[src/hw/rtl/bmpa_pkg.sv]
// shared constants and controller/datapath types for the binned minute power averager
package bmpa_pkg;

   // default sizing
   localparam int SLOT_COUNT_DEFAULT  = 60;
   localparam int COUNT_WIDTH_DEFAULT = 16;

   // field widths
   localparam int RAW_W  = 16;
   localparam int SLOT_W = 6;
   localparam int COEF_W = 24;
   localparam int OUT_W  = 32;
   localparam int SUM_W  = 48;

   // product of raw reading and coefficient, and the fraction bits dropped from it
   localparam int PROD_W    = RAW_W + COEF_W;
   localparam int FRAC_DROP = 8;

   // wide enough to hold any slot count in range for the range compare
   localparam int SLOT_CMP_W = 9;

   // coefficient after reset is 1.0 in 8.16 fixed point
   localparam logic [COEF_W-1:0] COEF_RESET = 24'd65536;

   typedef struct packed {
      logic capture;     // take the input item, form the product
      logic rd_slot;     // read the addressed bin
      logic wr_slot;     // write back the updated bin
      logic scan_clear;  // restart scan index, total and used count
      logic scan_rd;     // read the bin at the scan index
      logic advance;     // step the scan index
      logic div_bin;     // load divider with bin sum / bin count
      logic div_final;   // load divider with total / used
      logic div_step;    // one restoring division step
      logic accum;       // add bin mean into total
      logic load_out;    // fill the result register
   } bmpa_cmd_type;

   typedef struct packed {
      logic slot_in_range;
      logic idx_valid;
      logic idx_last;
      logic div_done;
      logic used_zero;
   } bmpa_status_type;

endpackage

[src/hw/rtl/bmpa_controller.sv]
// sequencer for bin update, bin scan, divisions and result hand-off
module bmpa_controller
   import bmpa_pkg::*;
(
   input  logic            clock,
   input  logic            reset,
   input  logic            req_valid,
   output logic            req_ready,
   output logic            rsp_valid,
   input  logic            rsp_ready,
   input  bmpa_status_type status,
   output bmpa_cmd_type    cmd
);

   typedef enum logic [3:0] {
      ST_IDLE,
      ST_SLOT_RD,
      ST_SLOT_WR,
      ST_SCAN_INIT,
      ST_SCAN_RD,
      ST_SCAN_LOAD,
      ST_DIV_BIN,
      ST_ACCUM,
      ST_FINAL,
      ST_DIV_FINAL,
      ST_PUBLISH
   } state_type;

   state_type state_ff;
   state_type state_in;
   logic      rsp_valid_ff;
   logic      rsp_valid_in;

   always_comb begin
      cmd      = '0;
      state_in = state_ff;
      unique case (state_ff)
         ST_IDLE: begin
            if (req_valid) begin
               cmd.capture = 1'b1;
               state_in    = ST_SLOT_RD;
            end
         end
         ST_SLOT_RD: begin
            if (status.slot_in_range) begin
               cmd.rd_slot = 1'b1;
               state_in    = ST_SLOT_WR;
            end else begin
               state_in = ST_SCAN_INIT;
            end
         end
         ST_SLOT_WR: begin
            cmd.wr_slot = 1'b1;
            state_in    = ST_SCAN_INIT;
         end
         ST_SCAN_INIT: begin
            cmd.scan_clear = 1'b1;
            state_in       = ST_SCAN_RD;
         end
         ST_SCAN_RD: begin
            if (status.idx_valid) begin
               cmd.scan_rd = 1'b1;
               state_in    = ST_SCAN_LOAD;
            end else if (status.idx_last) begin
               state_in = ST_FINAL;
            end else begin
               cmd.advance = 1'b1;
            end
         end
         ST_SCAN_LOAD: begin
            cmd.div_bin = 1'b1;
            state_in    = ST_DIV_BIN;
         end
         ST_DIV_BIN: begin
            if (status.div_done) begin
               state_in = ST_ACCUM;
            end else begin
               cmd.div_step = 1'b1;
            end
         end
         ST_ACCUM: begin
            cmd.accum = 1'b1;
            if (status.idx_last) begin
               state_in = ST_FINAL;
            end else begin
               cmd.advance = 1'b1;
               state_in    = ST_SCAN_RD;
            end
         end
         ST_FINAL: begin
            if (status.used_zero) begin
               state_in = ST_PUBLISH;
            end else begin
               cmd.div_final = 1'b1;
               state_in      = ST_DIV_FINAL;
            end
         end
         ST_DIV_FINAL: begin
            if (status.div_done) begin
               state_in = ST_PUBLISH;
            end else begin
               cmd.div_step = 1'b1;
            end
         end
         ST_PUBLISH: begin
            if (!rsp_valid_ff || rsp_ready) begin
               cmd.load_out = 1'b1;
               state_in     = ST_IDLE;
            end
         end
         default: begin
            state_in = ST_IDLE;
         end
      endcase
   end

   always_comb begin
      if (cmd.load_out) begin
         rsp_valid_in = 1'b1;
      end else if (rsp_ready) begin
         rsp_valid_in = 1'b0;
      end else begin
         rsp_valid_in = rsp_valid_ff;
      end
   end

   always_ff @(posedge clock) begin
      if (reset) begin
         state_ff     <= ST_IDLE;
         rsp_valid_ff <= 1'b0;
      end else begin
         state_ff     <= state_in;
         rsp_valid_ff <= rsp_valid_in;
      end
   end

   assign req_ready = (state_ff == ST_IDLE);
   assign rsp_valid = rsp_valid_ff;

endmodule

[config.mk]
export PLATFORM = sky130hd
export DESIGN_NAME = bmpa_controller
export DESIGN_NICKNAME = d
export VERILOG_FILES = /design/src/hw/rtl/bmpa_pkg.sv /design/src/hw/rtl/bmpa_controller.sv
export SDC_FILE = /design/constraint.sdc
export NUM_CORES = 1
export LEC_CHECK = 0
export BUFFER_PORTS_ARGS = -buffer_cell sky130_fd_sc_hd__buf_4
export CAP_MARGIN = 20
export CORE_MARGIN = 3
export CORE_UTILIZATION = 35
export DETAILED_ROUTE_END_ITERATION = 8
export PLACE_DENSITY = 0.63
export SYNTH_ARGS = -nofsm -noshare
export SYNTH_HDL_FRONTEND = slang
export SYNTH_SLANG_ARGS = --single-unit
[constraint.sdc]
create_clock -name clock -period 2.11 [get_ports clock]
set_input_delay 0.5275 -clock clock [delete_from_list [all_inputs] [get_ports clock]]
set_output_delay 0.5275 -clock clock [all_outputs]
set_load 0.05 [all_outputs]
==> impl_metrics.csv <==
group,metric,value,unit
drt,drc_errors,0,
place,dp.cells,96,
floorplanning,core_area,1200,sq um
sta,tightestPinTransition,0.292,ns
sta,min_period,2.00,ns
setup_path,r2r_slack,0.49,ns
floorplanning,die_w,43.4,microns
setup_path,critPathKind,"flop to output pin",
setup_path,critPathArrivalTime,1.47,ns
drt,antenna_left,0,
synthesis,synth_top_area_share,0.204,
setup_path,crit_required,1.58,ns
floorplanning,die_h,43.4,microns
clock_network,cts_tree,"built",
synthesis,yosysTopAreaCell,"dfxtp_1",
pwr,leakagePower,0.293,nW
drt,avgViaCountPerCell,5.77,
setup_path,crit_fanout,6,
cells_and_area,final_cells,100,
pwr,finalPower,0.492,mW
sta,fin_skew,0.00672,ns
global_route,globalRoute.totalOverflow,0,
clock_network,clkTransAtPathRegs,0.05,ns
cells_and_area,area_growth,58.2,%
synthesis,ys_top_cells_by_area,"dfxtp_1 20%, a21oi_1 7.1%, nand4bb_1 6.9%",
clock_network,clkLatencyLatePin,0.25,ns
global_route,grt_usage,0.178,
pwr,p_per_area,635,nW/um^2
synthesis,ys_types,29,
floorplanning,die-area,1890,sq um
pwr,vdd_ir_drop_max,489,uV
synthesis,synth.net_count,70,
setup_path,worstSetupEndpointType,"output pin",
clock_network,cts_buffers,3,
run_status,status,"complete, no violations",
cells_and_area,drive_gt1_frac,0.477,
setup_path,r2r_end,"state_ff[1]",
floorplanning,start_util,0.408,
sta,clock.fmax,501,MHz
global_route,grt_max_degree,11,
place,dp_hpwl,1.11,mm
drt,first_pass_iters,4,
sta,hold_violations,0,
worst_hold_path,min_path_type,"input port to flop",
worst_hold_path,hold_depth,2,
drt,drt_wl_total,1.43,mm
cells_and_area,nets,96,
drt,num_vias,577,
worst_hold_path,holdCritStartpoint,"reset",
sta,slew_headroom,0.805,
drt,drtIter0Drc,18,
place,io_buffers,21,
floorplanning,rows,12,
place,gp_congestion,0.803,
global_route,antenna_found_initial,0,
synthesis,ys_seq_area_frac,0.204,
clock_network,cts_max_level,1,
cells_and_area,n_antenna_cell,0,
clock_network,clock-sinks,5,
clock_network,cts_root_buffer,"clkbuf_4",
setup_path,startpoint_type,"flop",
sta,setup_violations,0,
setup_path,r2r_start,"state_ff[1]",
worst_hold_path,min_to,"rsp_valid",
synthesis,ys_ff_latch,5,
synthesis,syn_inst,61,
sta,rsz0062_at_grt,"no",
clock_network,clk_path_buf_depth,2,
global_route,grt_pass1_wl,2.57,mm
setup_path,reg2reg_depth,5,
global_route,grt_pass1_vias,581,
cells_and_area,final_util,0.646,
synthesis,synth.avg_cell_area,8.04,sq um
sta,fin_crit_sh,0.947,
synthesis,ys_warn_count,0,
drt,wl_per_cell,14.3,microns
flow_run,maxCapViolations,0,
clock_network,post_cts_buffers,0,
synthesis,netlist_area,490,sq um
sta,slew_violations,0,
floorplanning,io_pins,22,
-- worst max-delay path: stages, from the launching register on --
cell and delay [ns]:
dfxtp_1 0.35, or3_4 0.42, a211oi_4 0.23, buf_4 0.22
-- metrics by stage --
step	area [sq um]	worst slack (ns)	TNS, ns	hold WS (ns)
floorplan	563	-0.178	-0.197	0.591
global placement	748	0.129	0	0.502
detailed placement	748	0.121	0	0.497
CTS	776	0.0938	0	0.482
global route	776	0.0162	0	0.490
finish	776	0.112	0	0.486
-- flip-flops by register name, indices dropped and copies added, names as in the netlist --
signal	count
state_ff	4
rsp_valid	1
-- cells by family (layout without fill, tap and decap cells) --
group / count (synthesis) / count (layout) / synth area share
buffers and inverters: 6 / 31 / 0.0714
AND/OR/NAND/NOR: 31 / 31 / 0.452
AO/OA/AOI/OAI: 19 / 19 / 0.273
flip-flops: 5 / 5 / 0.204
-- power by group --
part	total, mW	internal, mW	switching [mW]
clock	0.112	0.0715	0.0403
combinational	0.264	0.109	0.155
sequential	0.116	0.104	0.0129
-- cell usage after synthesis (all sizes together) --
cell and instances:
o32ai 1, or2 1, o21a 2, nor4b 3, and2 1, o21bai 1
nand2 2, dfxtp 5, a41oi 2, nor2b 2, and4bb 1, a31o 1
nand2b 4, nor4 1, o221a 1, or3 2, a211oi 4, nand3b 1
nor2 4, nand4bb 3, nor3 3, buf 3, a21oi 7, nand3 2
nor4bb 1, clkbuf 3
-- worst max path at each step --
| stage | from | endpoint | slack (ns) | cells after the start |
|---|---|---|---|---|
| 5_1_grt | state_ff[3] | cmd[6] | 0.02 | 3 |
| 2_1_floorplan | state_ff[1] | cmd[9] | -0.18 | 4 |
| 3_5_place_dp | status[3] | cmd[5] | 0.12 | 4 |
| 3_3_place_gp | status[3] | cmd[5] | 0.13 | 4 |
| 6_report | state_ff[1] | cmd[5] | 0.11 | 3 |
| 4_1_cts | state_ff[1] | cmd[5] | 0.09 | 3 |
-- layout by cell type (no fill, tap or decap), drive strengths merged, types with 2 or more instances in the layout --
master    n
nand4bb   3
nand2b    4
a211oi    4
nor4b     3
nand2     2
clkbuf    4
a21oi     7
nor2b     2
nor3      3
dfxtp     5
nand3     2
o21a      2
nor2      4
buf      27
or3       2
a41oi     2
-- repair_timing --
item	CTS	global route
setup endpoints to repair	1	0
hold buffers	0	0
resized for setup	1	0
-- area by class of cell --
cell class,count,area (sq um)
fillers,109,425
clock buffers,4,26.3
repair buffers,27,203
multi-input cells,50,428
flip-flops and latches,5,101
well taps,14,17.5
-- per-layer routing --
layer / share of wire / wire, microns / up-vias / GRT usage
met4: 0.0056 / 8 / 0 / 0.0663
li1: - / - / 289 / -
met2: 0.50 / 719 / 11 / 0.304
met1: 0.45 / 650 / 275 / 0.214
met3: 0.035 / 50 / 2 / 0.0415
met5: 0 / 0 / - / 0
Note: power is estimated with default switching activity, not from simulation.
